==> config.mk <==
export PLATFORM = sky130hd
export DESIGN_NAME = beacon_info_element_extractor_core
export DESIGN_NICKNAME = d
export VERILOG_FILES = /design/src/bie_pkg.sv /design/src/bie_parser.sv /design/src/bie_out_fifo.sv /design/src/beacon_info_element_extractor_core.sv
export SDC_FILE = /design/constraint.sdc
export NUM_CORES = 1
export LEC_CHECK = 0
export BUFFER_PORTS_ARGS = -buffer_cell sky130_fd_sc_hd__buf_2
export CAP_MARGIN = 15
export CORE_MARGIN = 1.5
export CORE_UTILIZATION = 60
export CTS_CLUSTER_DIAMETER = 80
export DETAILED_ROUTE_END_ITERATION = 6
export PLACE_DENSITY = 0.81
export SLEW_MARGIN = 10
export SYNTH_ARGS = -nofsm -noshare
export SYNTH_HDL_FRONTEND = slang
export SYNTH_SLANG_ARGS = --single-unit
==> constraint.sdc <==
create_clock -name clk -period 9.31 [get_ports clk]
set_input_delay 0.931 -clock clk [delete_from_list [all_inputs] [get_ports clk]]
set_output_delay 0.931 -clock clk [all_outputs]
set_load 0.02 [all_outputs]
==> src/bie_pkg.sv <==
// Shared types and constants for the beacon information element extractor.
package bie_pkg;

  // Element IDs that the parser reacts to.
  localparam logic [7:0] ID_SSID   = 8'd0;
  localparam logic [7:0] ID_DS     = 8'd3;
  localparam logic [7:0] ID_RSN    = 8'd48;
  localparam logic [7:0] ID_VENDOR = 8'd221;

  // Longest SSID element content that is accepted.
  localparam int MAX_SSID_BYTES = 32;

  // Result kinds.
  localparam logic KIND_CHAR    = 1'b0;
  localparam logic KIND_SUMMARY = 1'b1;

  // Security codes in the summary.
  localparam logic [1:0] SEC_NONE   = 2'd0;
  localparam logic [1:0] SEC_VENDOR = 2'd1;
  localparam logic [1:0] SEC_RSN    = 2'd2;

  // Result queue sizing; one input item causes at most two results.
  localparam int MAX_RESULTS = 2;
  localparam int FIFO_DEPTH  = 4;
  localparam int FIFO_PTR_W  = $clog2(FIFO_DEPTH);
  localparam int FIFO_CNT_W  = $clog2(FIFO_DEPTH + 1);
  localparam int EMIT_CNT_W  = $clog2(MAX_RESULTS + 1);

  // One result item.
  typedef struct packed {
    logic       kind;
    logic [7:0] ssid_char;
    logic       ssid_found;
    logic [5:0] ssid_length;
    logic       channel_found;
    logic [7:0] channel_number;
    logic [1:0] security;
    logic       run_last;
  } result_t;

  // Results caused by one accepted item, in order.
  typedef struct packed {
    logic [EMIT_CNT_W-1:0] count;
    result_t               first;
    result_t               second;
  } emit_t;

endpackage

==> src/bie_parser.sv <==
// Element walker: tracks ID, length and content and builds the results of each item.
module bie_parser (
  input  logic             clk,
  input  logic             rst_n,
  input  logic             accept,
  input  logic [7:0]       body_byte,
  input  logic             last_byte,
  output bie_pkg::emit_t   emit
);
  import bie_pkg::*;

  typedef enum logic [1:0] {
    PH_ID   = 2'd0,
    PH_LEN  = 2'd1,
    PH_BODY = 2'd2
  } phase_t;

  phase_t     phase_r, phase_nxt;
  logic [7:0] element_id_r, element_id_nxt;
  logic [7:0] bytes_left_r, bytes_left_nxt;
  logic       ssid_seen_r, ssid_seen_nxt;
  logic [5:0] ssid_len_kept_r, ssid_len_kept_nxt;
  logic       channel_seen_r, channel_seen_nxt;
  logic [7:0] channel_kept_r, channel_kept_nxt;
  logic       rsn_seen_r, rsn_seen_nxt;
  logic       vendor_seen_r, vendor_seen_nxt;
  logic       ssid_tried_r, ssid_tried_nxt;
  logic       ssid_active_r, ssid_active_nxt;
  logic       grab_channel_r, grab_channel_nxt;
  logic       char_emit;
  result_t    char_res;
  result_t    summary_res;

  // Next parse state for the byte on the input.
  always_comb begin
    phase_nxt         = phase_r;
    element_id_nxt    = element_id_r;
    bytes_left_nxt    = bytes_left_r;
    ssid_seen_nxt     = ssid_seen_r;
    ssid_len_kept_nxt = ssid_len_kept_r;
    channel_seen_nxt  = channel_seen_r;
    channel_kept_nxt  = channel_kept_r;
    rsn_seen_nxt      = rsn_seen_r;
    vendor_seen_nxt   = vendor_seen_r;
    ssid_tried_nxt    = ssid_tried_r;
    ssid_active_nxt   = ssid_active_r;
    grab_channel_nxt  = grab_channel_r;
    char_emit         = 1'b0;

    // The byte after a counted DS header is the channel, whatever phase it falls in.
    if (grab_channel_r) begin
      channel_kept_nxt = body_byte;
      grab_channel_nxt = 1'b0;
    end

    unique case (phase_r)
      PH_ID: begin
        element_id_nxt = body_byte;
        phase_nxt      = PH_LEN;
      end
      PH_LEN: begin
        bytes_left_nxt = body_byte;
        phase_nxt      = (body_byte == 8'd0) ? PH_ID : PH_BODY;
        // A header counts only if another byte of the frame follows it.
        if (!last_byte) begin
          if (element_id_r == ID_SSID && !ssid_tried_r) begin
            ssid_tried_nxt = 1'b1;
            if (body_byte <= 8'(MAX_SSID_BYTES)) begin
              ssid_seen_nxt     = 1'b1;
              ssid_len_kept_nxt = body_byte[5:0];
              ssid_active_nxt   = (body_byte != 8'd0);
            end
          end else if (element_id_r == ID_DS && !channel_seen_r) begin
            channel_seen_nxt = 1'b1;
            grab_channel_nxt = 1'b1;
          end else if (element_id_r == ID_RSN) begin
            rsn_seen_nxt = 1'b1;
          end else if (element_id_r == ID_VENDOR) begin
            vendor_seen_nxt = 1'b1;
          end
        end
      end
      PH_BODY: begin
        char_emit      = ssid_active_r;
        bytes_left_nxt = bytes_left_r - 8'd1;
        if (bytes_left_nxt == 8'd0) begin
          phase_nxt       = PH_ID;
          ssid_active_nxt = 1'b0;
        end
      end
      default: begin
        phase_nxt = PH_ID;
      end
    endcase
  end

  // Result items for this byte.
  always_comb begin
    char_res           = '0;
    char_res.kind      = KIND_CHAR;
    char_res.ssid_char = body_byte;
    char_res.run_last  = !last_byte;

    summary_res                = '0;
    summary_res.kind           = KIND_SUMMARY;
    summary_res.ssid_found     = ssid_seen_nxt;
    summary_res.ssid_length    = ssid_seen_nxt ? ssid_len_kept_nxt : 6'd0;
    summary_res.channel_found  = channel_seen_nxt;
    summary_res.channel_number = channel_seen_nxt ? channel_kept_nxt : 8'd0;
    summary_res.security       = rsn_seen_nxt    ? SEC_RSN :
                                 vendor_seen_nxt ? SEC_VENDOR : SEC_NONE;
    summary_res.run_last       = 1'b1;

    emit = '0;
    if (char_emit && last_byte) begin
      emit.count  = EMIT_CNT_W'(2);
      emit.first  = char_res;
      emit.second = summary_res;
    end else if (char_emit) begin
      emit.count = EMIT_CNT_W'(1);
      emit.first = char_res;
    end else if (last_byte) begin
      emit.count = EMIT_CNT_W'(1);
      emit.first = summary_res;
    end
    if (!accept) begin
      emit.count = '0;
    end
  end

  // Parse state; the last byte of a frame returns everything to reset.
  always_ff @(posedge clk) begin
    if (!rst_n || (accept && last_byte)) begin
      phase_r         <= PH_ID;
      element_id_r    <= 8'd0;
      bytes_left_r    <= 8'd0;
      ssid_seen_r     <= 1'b0;
      ssid_len_kept_r <= 6'd0;
      channel_seen_r  <= 1'b0;
      channel_kept_r  <= 8'd0;
      rsn_seen_r      <= 1'b0;
      vendor_seen_r   <= 1'b0;
      ssid_tried_r    <= 1'b0;
      ssid_active_r   <= 1'b0;
      grab_channel_r  <= 1'b0;
    end else if (accept) begin
      phase_r         <= phase_nxt;
      element_id_r    <= element_id_nxt;
      bytes_left_r    <= bytes_left_nxt;
      ssid_seen_r     <= ssid_seen_nxt;
      ssid_len_kept_r <= ssid_len_kept_nxt;
      channel_seen_r  <= channel_seen_nxt;
      channel_kept_r  <= channel_kept_nxt;
      rsn_seen_r      <= rsn_seen_nxt;
      vendor_seen_r   <= vendor_seen_nxt;
      ssid_tried_r    <= ssid_tried_nxt;
      ssid_active_r   <= ssid_active_nxt;
      grab_channel_r  <= grab_channel_nxt;
    end
  end

  // The SSID content only passes while an accepted SSID element is open.
  assert property (@(posedge clk) disable iff (!rst_n)
    ssid_active_r |-> (ssid_seen_r && ssid_tried_r && phase_r == PH_BODY))
    else $error("SSID passing outside an accepted SSID element");

  // Two results from one byte are always a character followed by the summary.
  assert property (@(posedge clk) disable iff (!rst_n)
    (emit.count == EMIT_CNT_W'(2)) |->
      (emit.first.kind == KIND_CHAR && emit.second.kind == KIND_SUMMARY))
    else $error("Bad result order for a two-result item");

  // A frame end leaves the walker ready for a new frame.
  assert property (@(posedge clk) disable iff (!rst_n)
    (accept && last_byte) |=> (phase_r == PH_ID && !ssid_tried_r && !grab_channel_r))
    else $error("Parser not cleared after frame end");

endmodule

==> src/bie_out_fifo.sv <==
// Small result queue that takes up to two results a cycle and gives one.
module bie_out_fifo (
  input  logic             clk,
  input  logic             rst_n,
  input  bie_pkg::emit_t   emit,
  output logic             room,
  output logic             out_valid,
  input  logic             out_ready,
  output bie_pkg::result_t head
);
  import bie_pkg::*;

  result_t                 mem_r [FIFO_DEPTH];
  logic [FIFO_PTR_W-1:0]   wr_ptr_r, wr_ptr_nxt;
  logic [FIFO_PTR_W-1:0]   rd_ptr_r, rd_ptr_nxt;
  logic [FIFO_CNT_W-1:0]   count_r, count_nxt;
  logic                    pop;

  // Handshake side.
  assign out_valid = (count_r != '0);
  assign room      = (count_r <= FIFO_CNT_W'(FIFO_DEPTH - MAX_RESULTS));
  assign pop       = out_valid && out_ready;
  assign head      = mem_r[rd_ptr_r];

  // Pointer and fill arithmetic.
  always_comb begin
    wr_ptr_nxt = wr_ptr_r + FIFO_PTR_W'(emit.count);
    rd_ptr_nxt = rd_ptr_r + FIFO_PTR_W'(pop);
    count_nxt  = count_r + FIFO_CNT_W'(emit.count) - FIFO_CNT_W'(pop);
  end

  // Storage writes; the second result goes one slot after the first.
  always_ff @(posedge clk) begin
    if (emit.count != '0) begin
      mem_r[wr_ptr_r] <= emit.first;
    end
    if (emit.count == EMIT_CNT_W'(2)) begin
      mem_r[wr_ptr_r + FIFO_PTR_W'(1)] <= emit.second;
    end
  end

  // Queue control.
  always_ff @(posedge clk) begin
    if (!rst_n) begin
      wr_ptr_r <= '0;
      rd_ptr_r <= '0;
      count_r  <= '0;
    end else begin
      wr_ptr_r <= wr_ptr_nxt;
      rd_ptr_r <= rd_ptr_nxt;
      count_r  <= count_nxt;
    end
  end

  // Pushes only ever arrive when there is room for them.
  assert property (@(posedge clk) disable iff (!rst_n)
    (emit.count != '0) |-> room)
    else $error("Result queue overflow");

  // Fill level stays in range.
  assert property (@(posedge clk) disable iff (!rst_n)
    count_r <= FIFO_CNT_W'(FIFO_DEPTH))
    else $error("Result queue count out of range");

  // Pointer distance agrees with the fill level.
  assert property (@(posedge clk) disable iff (!rst_n)
    (count_r != FIFO_CNT_W'(FIFO_DEPTH)) |->
      (FIFO_PTR_W'(wr_ptr_r - rd_ptr_r) == count_r[FIFO_PTR_W-1:0]))
    else $error("Result queue pointers out of step");

endmodule

==> src/beacon_info_element_extractor_core.sv <==
// Top level of the beacon information element extractor.
//
// Usage: feed the information-element area of a beacon or probe response body,
// one byte per item, on in_body_byte with in_last_byte set on the final byte.
// Both channels are valid/ready; an item moves when valid and ready are high.
// Each SSID content byte of the first SSID element of up to 32 bytes comes out
// as a kind 0 item; after the last byte a kind 1 summary item follows with the
// SSID length, the DS channel and the security class. out_run_last marks the
// final result of each input byte.
// Results of a byte are registered in the result queue before they appear.
// Throughput: one byte per cycle. The parser is a single combinational pass
// over its state registers; results go into a four-entry result queue, and
// in_ready stays high while that queue has room for two results, so a receiver
// that keeps out_ready high never stalls the input. A last byte that ends an
// SSID gives two results, which leave the queue one after the other.
// When the receiver stalls, the queue fills and in_ready drops; nothing is lost.
// Reset clears the parser and empties the queue; the parser also returns to
// its reset state after each last byte, ready for the next frame.
module beacon_info_element_extractor_core (
  input  logic       clk,
  input  logic       rst_n,
  input  logic       in_valid,
  output logic       in_ready,
  input  logic [7:0] in_body_byte,
  input  logic       in_last_byte,
  output logic       out_valid,
  input  logic       out_ready,
  output logic       out_kind,
  output logic [7:0] out_ssid_char,
  output logic       out_ssid_found,
  output logic [5:0] out_ssid_length,
  output logic       out_channel_found,
  output logic [7:0] out_channel_number,
  output logic [1:0] out_security,
  output logic       out_run_last
);
  import bie_pkg::*;

  logic    in_accept;
  logic    room;
  emit_t   emit;
  result_t head;

  assign in_ready  = room;
  assign in_accept = in_valid && room;

  // Element walker.
  bie_parser u_parser (
    .clk       (clk),
    .rst_n     (rst_n),
    .accept    (in_accept),
    .body_byte (in_body_byte),
    .last_byte (in_last_byte),
    .emit      (emit)
  );

  // Result queue.
  bie_out_fifo u_out_fifo (
    .clk       (clk),
    .rst_n     (rst_n),
    .emit      (emit),
    .room      (room),
    .out_valid (out_valid),
    .out_ready (out_ready),
    .head      (head)
  );

  // Result fields.
  assign out_kind           = head.kind;
  assign out_ssid_char      = head.ssid_char;
  assign out_ssid_found     = head.ssid_found;
  assign out_ssid_length    = head.ssid_length;
  assign out_channel_found  = head.channel_found;
  assign out_channel_number = head.channel_number;
  assign out_security       = head.security;
  assign out_run_last       = head.run_last;

endmodule
==> results of run 1 <==
==> through the flow <==
step	utilization, %	hold slack [ns]	worst slack, ns
2_1_floorplan	-	0.420	6.18
3_3_place_gp	63.5	0.432	5.27
3_5_place_dp	63.5	0.447	5.12
4_1_cts	68.2	0.456	5.10
5_1_grt	68.4	0.484	4.70
6_report	68.4	0.462	5.01
==> cell type report <==
type	count	area, um^2
clock buffer	18	429
clock inverter	14	135
fill	864	3800
inverter	20	75.1
multi-input combinational	480	3160
sequential	158	3970
tap	147	184
timing repair buffer	47	260
==> cell usage after synthesis, types with 3 or more instances <==
master | count | area share [%]
o21ai_0 | 35 | 2.4
and3b_1 | 3 | 0.36
a21o_1 | 3 | 0.30
o22ai_1 | 5 | 0.42
nand3b_1 | 4 | 0.41
xnor2_1 | 5 | 0.59
o21bai_1 | 4 | 0.41
a211oi_1 | 3 | 0.30
nand4_1 | 7 | 0.59
nand2_1 | 77 | 3.9
nor3_1 | 7 | 0.47
inv_1 | 20 | 1.0
nand3_1 | 34 | 2.3
nand2b_1 | 6 | 0.51
nor4_1 | 8 | 0.68
a21oi_1 | 50 | 3.4
buf_1 | 5 | 0.25
mux2_2 | 9 | 1.4
clkbuf_1 | 43 | 2.2
mux4_2 | 28 | 8.5
nor2_1 | 105 | 5.3
and3_1 | 6 | 0.51
edfxtp_1 | 80 | 33
a31oi_1 | 4 | 0.34
dfxtp_1 | 78 | 21
and2_1 | 6 | 0.51
nand4b_1 | 3 | 0.36
nor2b_1 | 4 | 0.34
ha_1 | 13 | 2.2
mux2i_1 | 13 | 1.8
==> layer usage <==
metal,track usage (%),wire [um],vias up
met5,0,0,-
met4,11.3,383,0
met3,4.30,1170,44
met2,48.6,8740,257
met1,34.1,7000,2661
li1,-,-,2584
==> where the power goes <==
group | total (uW) | switching (uW) | internal [uW]
sequential | 802 | 38.6 | 763
clock | 660 | 288 | 373
combinational | 392 | 232 | 160
==> logic make-up (layout without fill, tap and decap cells) <==
family                   after synthesis  in the layout  synth area share (%)
XOR/XNOR                               5              5                 0.592
multiplexers                          50             50                  11.7
AO/OA/AOI/OAI                        124            124                  9.84
buffers and inverters                 70             99                  3.59
AND/OR/NAND/NOR                      287            287                  18.2
adder cells (fa/ha/maj)               14             14                  2.47
flip-flops                           158            158                  53.6
==> critical path: cells and delay by family (launching register included) <==
kind                     cells  cell delay [ns]
adder cells (fa/ha/maj)      2             1.14
AND/OR/NAND/NOR              4             2.25
flip-flops                   1             0.32
buffers and inverters        2             0.19
==> how the worst max path moves through the flow <==
| stage | to | slack [ns] | depth (start not counted) |
|---|---|---|---|
| after floorplan | u_out_fifo.count_r[2] | 6.18 | 16 |
| after CTS | u_out_fifo.mem_r[1][11] | 5.10 | 8 |
| after detailed placement | u_out_fifo.mem_r[1][16] | 5.12 | 8 |
| after global routing | u_out_fifo.mem_r[1][11] | 4.70 | 8 |
| after global placement | u_out_fifo.mem_r[1][17] | 5.27 | 8 |
| final | u_out_fifo.mem_r[1][11] | 5.01 | 8 |
==> state kept, by name (all words and copies together) (netlist names) <==
name	flops
u_parser.ssid_tried_r	1
u_out_fifo.count_r	3
u_parser.rsn_seen_r	1
u_parser.ssid_seen_r	1
u_parser.grab_channel_r	1
u_out_fifo.rd_ptr_r	2
u_parser.phase_r	2
u_parser.ssid_len_kept_r	6
u_parser.channel_seen_r	1
u_out_fifo.mem_r	112
u_parser.bytes_left_r	8
u_parser.channel_kept_r	8
u_parser.vendor_seen_r	1
u_parser.element_id_r	8
u_out_fifo.wr_ptr_r	2
u_parser.ssid_active_r	1
==> flow_metrics.py, run 1 <==
metrics = {
    "outcome": {
        "status": "completed",
    },
    "setup_path": {
        "rr_worst_depth": 8,
        "path_max_fanout": 28,
        "required_ns": 9.35,
        "crit_type": "register to register",
        "cp-end-kind": "register",
        "startpoint": "u_parser.phase_r[0]",
        "cp-start-kind": "register",
        "r2r-start": "u_parser.phase_r[0]",
        "critical_path.cell_chain": "inv_1 -> ha_1 -> nand2_1 -> inv_1 -> ha_1 -> nand2b_1 -> nand4_1 -> nand2_1",
        "slowest_stage": "nand2_1",
        "r2r_slack_ns": 5.01,
        "r2r_end": "u_out_fifo.mem_r[1][11]",
        "cp.arrival_ns": 4.34,
        "crit_path_max_incr_delay_ns": 1.07,
    },
    "floorplan": {
        "die-width_um": 114,
        "io_pins": 43,
        "die_height_um": 114,
        "fp.coreArea_mm2": 0.0120,
        "num_rows": 40,
        "dieArea_mm2": 0.0130,
        "initial_core_util_pct": 61.5,
    },
    "grt": {
        "overflow": 0,
        "grt_pass1_vias": 5466,
        "grt_pass1_wl_mm": 27.4,
        "grt_start_max_net_pins": 30,
        "track_usage_pct": 27.6,
        "antenna_found_initial": 0,
    },
    "logic_synthesis": {
        "ys_seq_elements": 158,
        "synth_nets": 735,
        "ys.warnings.count": 0,
        "async_reset_ff_share_pct": 0,
        "ys_seq_area_share_pct": 53.6,
        "synth_edf_count": 80,
        "synth.avg_cell_area_um2": 10.4,
        "synth_area_mm2": 0.00739,
        "synth_cell_type_count": 60,
        "ys.flop_type": "edfxtp_1",
        "netlist_instances": 708,
    },
    "cells_and_area": {
        "antennaDiodeCount": 0,
        "final_cell_mix": "nor2_1 (105), edfxtp_1 (80), nand2_1 (77), dfxtp_1 (77), a21oi_1 (50)",
        "layout_commonest_cell": "nor2_1",
        "synthToLayoutAreaGrowth_pct": 11.1,
        "final_cell_area_mm2": 0.00821,
        "final_cell_count_no_fill": 884,
        "drive_gt1_share_pct": 17.0,
        "finalNetCount": 751,
    },
    "place": {
        "post-dp-hpwl_mm": 11.0,
        "dp_cells": 851,
        "place_congestion": 0.849,
        "port_buffers": 42,
        "placed_area_mm2": 0.00763,
    },
    "sta": {
        "fmax_ghz": 0.232,
        "slew_headroom_pct": 30.2,
        "layout_min_cycle_time_ns": 4.30,
        "tightest_slew_ns": 1.05,
        "slew_violations": 0,
        "rsz0062_at_grt": "no",
        "setup-tns-final_ns": 0,
        "hold_viol_final": 0,
        "finalSetupViolCount": 0,
        "skew_ns": 0.0102,
        "period_share_pct": 46.2,
    },
    "routing": {
        "num_vias": 5546,
        "drtIter0Drc": 577,
        "wl_mm": 17.3,
        "ant_nets": 0,
        "post_drt_wl_per_cell_um": 19.6,
        "drt_first_pass_iters": 6,
        "drc_errors": 0,
        "vias_per_cell": 6.27,
    },
    "pwr": {
        "peakVddDrop_v": 0.000220,
        "power_density_mw_per_mm2": 226,
        "p_total_uw": 1850,
        "power_leakage_uw": 0.00284,
    },
    "clocking": {
        "cts.sinks": 158,
        "cts.clk_slew.worst_paths_ns": 0.06,
        "hold_buffers": 0,
        "cts_max_level": 4,
        "cts_setup_buffers": 0,
        "cts_made_buffers": 17,
        "cts_tree": "yes",
        "postCtsResizedCells": 0,
        "clk-insertion-delay-late_ns": 0.43,
        "ctsLongestPathBuffers": 2,
        "clockRootBuffer": "clkbuf_16",
    },
    "min_path": {
        "hold_path.class": "register to register",
        "holdPathStages": 2,
        "worst_hold_path.endpoint": "u_out_fifo.mem_r[0][25]",
        "holdCritStartpoint": "u_out_fifo.mem_r[0][25]",
    },
    "flow_run": {
        "drv_cap": 0,
    },
}
No activity file was read; power rests on OpenSTA's default activity.
==> run 2: changes to the inputs <==
==> constraint.sdc (replaced) <==
create_clock -name clk -period 4.14 [get_ports clk]
set_input_delay 0.414 -clock clk [delete_from_list [all_inputs] [get_ports clk]]
set_output_delay 0.414 -clock clk [all_outputs]
set_load 0.02 [all_outputs]
==> run 2 against run 1 <==
Net effect:
- first-iteration DRC count decreased by 0.35%
- clock skew increased by 0.0018 ns
- hold slack got worse by 0.22 ns
- via count decreased by 0.20%
- setup slack got worse by 4.4 ns
- utilization increased by 0.75 points
- sequential power increased by 130%
- cell count increased by 0.34%
- maximum frequency increased by 21%
- non-clock buffer count increased by 3
- global-route usage decreased by 0.44 points
- clock-buffer cell count increased by 5
==> flow_metrics.py, run 2 (synthesis gave the netlist of run 1 again) <==
metrics = {
    "cells_and_area": {
        "antennaDiodeCount": 0,
        "drive_gt1_share_pct": 17.2,
        "finalNetCount": 754,
        "largest_register": "u_out_fifo.mem_r",
        "largest_register_ffs": 112,
        "final_cell_area_mm2": 0.00830,
        "final_cell_mix": "nor2_1 (105), edfxtp_1 (80), nand2_1 (77), dfxtp_1 (77), a21oi_1 (50)",
        "layout_commonest_cell": "nor2_1",
        "synthToLayoutAreaGrowth_pct": 12.3,
    },
    "setup_path": {
        "startpoint": "u_parser.phase_r[0]",
        "cp-endpoint": "u_out_fifo.mem_r[0][15]",
        "required_ns": 4.15,
        "critical_path.cell_chain": "inv_1 -> ha_1 -> buf_4 -> nand2_1 -> ha_1 -> and3_1 -> o21a_1 -> o21ai_1 -> inv_1",
        "r2r_slack_ns": 0.58,
        "r2r_end": "u_out_fifo.mem_r[0][15]",
        "crit_path_max_incr_delay_ns": 0.63,
        "slowest_stage": "inv_1",
        "crit_type": "register to register",
        "cp-start-kind": "register",
        "cp-end-kind": "register",
        "r2r-start": "u_parser.phase_r[0]",
        "path_max_fanout": 28,
        "rr_worst_depth": 9,
        "cp.arrival_ns": 3.57,
    },
    "routing": {
        "wl_mm": 16.7,
        "post_drt_wl_per_cell_um": 18.9,
        "drt_first_pass_iters": 6,
        "ant_nets": 0,
        "vias_per_cell": 6.24,
        "drtIter0Drc": 575,
        "num_vias": 5535,
        "drc_errors": 0,
    },
    "clocking": {
        "clockRootBuffer": "clkbuf_16",
        "hold_buffers": 0,
        "cts_tree": "yes",
        "cts_max_level": 4,
        "ctsLongestPathBuffers": 2,
        "cts_made_buffers": 17,
        "clk-insertion-delay-late_ns": 0.43,
        "cts_setup_buffers": 0,
        "cts.clk_slew.worst_paths_ns": 0.06,
        "cts.sinks": 158,
        "postCtsResizedCells": 0,
    },
    "grt": {
        "grt_start_max_net_pins": 33,
        "grt_pass1_vias": 5280,
        "antenna_found_initial": 0,
        "grt_pass1_wl_mm": 26.8,
        "overflow": 0,
        "track_usage_pct": 27.2,
    },
    "place": {
        "place_congestion": 0.864,
        "dp_slack_ns": 0.631,
        "post-dp-hpwl_mm": 10.9,
        "port_buffers": 42,
        "placed_area_mm2": 0.00765,
    },
    "floorplan": {
        "num_rows": 40,
        "initial_core_util_pct": 61.5,
        "fp.coreArea_mm2": 0.0120,
        "die_height_um": 114,
        "io_pins": 43,
        "dieArea_mm2": 0.0130,
        "die-width_um": 114,
    },
    "sta": {
        "setup-tns-final_ns": 0,
        "layout_min_cycle_time_ns": 3.56,
        "setup_slack_ns": 0.584,
        "slew_violations": 0,
        "skew_ns": 0.0120,
        "period_share_pct": 85.9,
        "fmax_ghz": 0.281,
        "hold_viol_final": 0,
        "rsz0062_at_grt": "no",
        "slew_headroom_pct": 33.9,
        "tightest_slew_ns": 0.989,
        "finalSetupViolCount": 0,
    },
    "pwr": {
        "power_leakage_uw": 0.00289,
        "p_total_uw": 4320,
        "peakVddDrop_v": 0.000489,
        "power_density_mw_per_mm2": 520,
    },
    "flow_run": {
        "drv_cap": 0,
    },
    "min_path": {
        "hold_path.class": "primary input to register",
    },
    "outcome": {
        "status": "completed",
    },
}
run 2: power breakdown:
part / internal (uW) / switching (uW) / leakage (uW)
registers: 1720 / 89.2 / 0.00137
logic: 365 / 507 / 0.00122
clock network: 1010 / 634 / 0.000306
total: 3090 / 1230 / 0.00289
run 2: critical path: cells and delay by family, from the launching register on:
family | cells | cell delay, ns
buffers and inverters | 3 | 0.97
AO/OA/AOI/OAI | 2 | 0.78
adder cells (fa/ha/maj) | 2 | 0.61
AND/OR/NAND/NOR | 2 | 0.43
flip-flops | 1 | 0.33
run 2: layout make-up:
class | instances | area [um^2]
Inverter | 20 | 75.1
Sequential cell | 158 | 3970
Clock inverter | 9 | 120
Fill cell | 883 | 3710
Clock buffer | 23 | 512
Tap cell | 147 | 184
Timing Repair Buffer | 50 | 283
Multi-Input combinational cell | 480 | 3160
run 2: worst min path at each step:
stage | endpoint | startpoint | cells past startpoint
3_3_place_gp | u_out_fifo.mem_r[3][25] | u_out_fifo.mem_r[3][25] | 2
4_1_cts | u_out_fifo.wr_ptr_r[0] | rst_n | 2
2_1_floorplan | u_out_fifo.mem_r[3][19] | u_out_fifo.mem_r[3][19] | 2
5_1_grt | u_out_fifo.count_r[0] | rst_n | 2
3_5_place_dp | u_out_fifo.mem_r[3][26] | u_out_fifo.mem_r[3][26] | 2
6_report | u_out_fifo.rd_ptr_r[0] | rst_n | 2
run 2: layer usage:
layer	part of all wire [%]	global-route usage, %	up-vias	routed length [um]
li1	-	-	2595	-
met1	41	35.0	2681	6890
met2	50	43.9	226	8290
met3	7.1	7.12	33	1190
met4	2.1	11.6	0	345
met5	0	0	-	0
run 2: through the flow:
| step | utilization [%] | cells | hold WS, ns |
|---|---|---|---|
| after floorplan | - | 708 | 0.420 |
| after global placement | 63.7 | 854 | 0.432 |
| after global routing | 69.1 | 887 | 0.241 |
| after CTS | 68.9 | 886 | 0.224 |
| final | 69.1 | 887 | 0.239 |
| after detailed placement | 63.7 | 854 | 0.444 |
==> run 3: changes to the inputs <==
--- a/config.mk
+++ b/config.mk
@@ -5,6 +5,7 @@
 export SDC_FILE = /design/constraint.sdc
 export NUM_CORES = 1
 export LEC_CHECK = 0
+export ABC_AREA = 1
 export BUFFER_PORTS_ARGS = -buffer_cell sky130_fd_sc_hd__buf_2
 export CAP_MARGIN = 15
 export CORE_MARGIN = 1.5
==> run 3 against run 2 <==
Net effect:
- combinational power rose by 57%
- first-iteration DRC count rose by 16%
- utilization rose by 0.49 points
- clock power fell by 6%
- via count rose by 16%
- setup slack improved by 0.41 ns
- design area rose by 2.0%
- sequential power rose by 4%
- die area rose by 2.7%
- sequential share of layout area fell by 0.93 points
- maximum frequency rose by 13%
- highest routed layer unchanged
==> flow_metrics.py, run 3 <==
metrics = {
    "outcome": {
        "status": "completed",
    },
    "min_path": {
        "worst_hold_path.endpoint": "u_out_fifo.rd_ptr_r[0]",
        "hold_path.class": "primary input to register",
        "holdCritStartpoint": "rst_n",
        "holdPathStages": 3,
    },
    "sta": {
        "period_share_pct": 75.9,
        "rsz0062_at_grt": "no",
        "setup_slack_ns": 0.998,
        "slew_violations": 0,
        "finalSetupViolCount": 0,
        "fmax_ghz": 0.318,
        "tightest_slew_ns": 1.04,
        "layout_min_cycle_time_ns": 3.14,
        "skew_ns": 0.00671,
        "setup-tns-final_ns": 0,
        "hold_viol_final": 0,
        "slew_headroom_pct": 30.5,
    },
    "floorplan": {
        "die_height_um": 116,
        "die-width_um": 116,
        "fp.coreArea_mm2": 0.0122,
        "io_pins": 43,
        "num_rows": 40,
        "initial_core_util_pct": 62.5,
        "dieArea_mm2": 0.0133,
    },
    "logic_synthesis": {
        "async_reset_ff_share_pct": 0,
        "ys.warnings.count": 0,
        "synth_cell_type_count": 45,
        "synth_compound_area_share_pct": 19.6,
        "synth.area.mux_share_pct": 0,
        "synth_edf_count": 80,
        "netlist_instances": 893,
        "yosysTopAreaCell": "edfxtp_1",
        "ys_seq_area_share_pct": 52.2,
        "synth_top_family_by_area": "compound AO/OA/AOI/OAI gates",
        "synth_common_cells": "nor2_1 (129), nand2_1 (119), o21ai_0 (118), edfxtp_1 (80), dfxtp_1 (78)",
        "synth-xor-area-share_pct": 0.461,
        "synth.avg_cell_area_um2": 8.51,
        "synth_area_mm2": 0.00760,
        "yosysTopAreaCellShare_pct": 31.6,
        "ys_seq_elements": 158,
        "yosys.area_share.simple_pct": 18.6,
        "synth_adder_area_share_pct": 2.40,
        "ys.flop_type": "edfxtp_1",
        "post_synth_main_area_contributors": "edfxtp_1 (32%), dfxtp_1 (21%), o21ai_0 (7.8%)",
        "synth_nets": 920,
        "post-synth-top-count-cell": "nor2_1",
    },
    "routing": {
        "post_drt_wl_per_cell_um": 16.7,
        "vias_per_cell": 5.84,
        "ant_nets": 0,
        "drt_first_pass_iters": 5,
        "drc_errors": 0,
        "wl_mm": 18.4,
        "num_vias": 6425,
        "drtIter0Drc": 668,
    },
    "grt": {
        "grt_pass1_vias": 5868,
        "track_usage_pct": 29.3,
        "overflow": 0,
        "grt_start_max_net_pins": 58,
        "grt_pass1_wl_mm": 29.4,
        "antenna_found_initial": 0,
    },
    "cells_and_area": {
        "layout_commonest_cell": "nor2_1",
        "finalNetCount": 947,
        "largest_register": "u_out_fifo.mem_r",
        "largest_register_ffs": 112,
        "drive_gt1_share_pct": 14.5,
        "final_cell_mix": "nor2_1 (129), nand2_1 (119), o21ai_0 (118)",
        "final_core_util_pct": 69.6,
        "antennaDiodeCount": 0,
        "fill_cells": 968,
        "final_cell_count_no_fill": 1101,
        "synthToLayoutAreaGrowth_pct": 11.4,
    },
    "place": {
        "dp_cells": 1069,
        "dp_slack_ns": 1.11,
        "port_buffers": 42,
        "place_congestion": 0.910,
        "post-dp-hpwl_mm": 11.9,
    },
    "clocking": {
        "cts.sinks": 158,
        "postCtsResizedCells": 0,
        "hold_buffers": 0,
        "cts_max_level": 4,
        "cts_setup_buffers": 0,
        "clockRootBuffer": "clkbuf_16",
        "cts_tree": "yes",
        "ctsLongestPathBuffers": 2,
        "cts_made_buffers": 17,
        "cts.clk_slew.worst_paths_ns": 0.06,
        "clk-insertion-delay-late_ns": 0.44,
    },
    "setup_path": {
        "r2r_slack_ns": 1.0,
        "critPathTopFamily": "simple AND/OR/NAND/NOR gates",
        "cp.arrival_ns": 3.32,
        "crit_path_max_incr_delay_ns": 0.61,
        "r2r_end": "u_out_fifo.mem_r[0][12]",
        "worst-path-buf-inv": 4,
        "crit_type": "register to register",
        "cp-end-kind": "register",
        "crit_top_cell": "inv_1",
        "r2r-start": "u_parser.phase_r[0]",
        "cp-start-kind": "register",
        "slowest_stage": "nand2_1",
        "rr_worst_depth": 11,
        "critical_path.cell_chain": "inv_1 -> ha_1 -> nand2_1 -> ha_1 -> inv_1 -> o21ai_2 -> inv_2 -> nand2_1 -> inv_1 -> nand3_1 -> o21ai_1",
        "required_ns": 4.32,
        "path_max_fanout": 24,
    },
    "pwr": {
        "power_leakage_uw": 0.00321,
        "comb_power_share_pct": 28.5,
        "power_density_mw_per_mm2": 566,
        "p_switching_uw": 1680,
        "peakVddDrop_v": 0.000389,
        "p_clk_share_pct": 32.1,
        "switching_share_pct": 35.0,
        "internal_power_uw": 3120,
        "p_seq_share_pct": 39.4,
    },
    "flow_run": {
        "drv_cap": 0,
    },
}
run 3: cell types whose count changed after synthesis, moves of 18 or more:
cell      delta
nand2_1     +42
nor2_1      +24
clkbuf_1    -18
inv_1       +47
o22ai_1     +25
mux4_2      -28
o21ai_0     +83
run 3: how the worst max path moves through the flow:
stage,startpoint,end,depth (start not counted)
floorplan,u_parser.phase_r[0],u_out_fifo.mem_r[0][0],10
global placement,u_parser.phase_r[0],u_out_fifo.mem_r[0][13],10
detailed placement,u_parser.phase_r[0],u_out_fifo.mem_r[0][12],10
CTS,u_parser.phase_r[0],u_out_fifo.mem_r[0][12],11
global route,u_parser.phase_r[0],u_out_fifo.mem_r[3][7],10
finish,u_parser.phase_r[0],u_out_fifo.mem_r[0][12],11
run 3: final cells by class:
type	count	area [um^2]	share of cell area, %
clock buffers	20	478	5.65
multi-input cells	607	3120	36.8
inverters	88	337	3.98
repair buffers	48	255	3.02
clock inverters	12	104	1.23
well taps	168	210	2.48
flip-flops and latches	158	3970	46.8
run 3: per-stage QoR:
step	power [uW]	area, um^2	hold WS (ns)
2_1_floorplan	2910	7600	0.445
3_3_place_gp	3250	7880	0.452
3_5_place_dp	3270	7880	0.456
4_1_cts	4790	8460	0.246
5_1_grt	5030	8460	0.249
6_report	4790	8460	0.240
run 3: cell families after synthesis:
family / Yosys count
fa+ha+maj: 14
buf+inv: 128
compound gates: 263
xor+xnor: 4
simple gates: 326
flops: 158
run 3: per-layer routing:
metal / GRT usage (%) / wire, um / vias to the layer above
met5: 0 / 0 / -
met4: 9.55 / 320 / 0
met1: 39.3 / 7800 / 2977
met2: 47.5 / 8690 / 302
li1: - / - / 3109
met3: 6.49 / 1590 / 37
run 3: power by group through the flow:
| stage | sequential, uW | clock (uW) | combinational [uW] |
|---|---|---|---|
| finish | 1890 | 1540 | 1370 |
| global route | 1910 | 1610 | 1520 |
| CTS | 1890 | 1540 | 1360 |
| detailed placement | 1920 | 0 | 1350 |
| global placement | 1920 | 0 | 1330 |
| floorplan | 1890 | 0 | 1020 |
run 3: tightest hold or removal path, stage by stage:
cell,delay [ns]
buf_2,0.14
nand2_1,0.06
inv_1,0.03
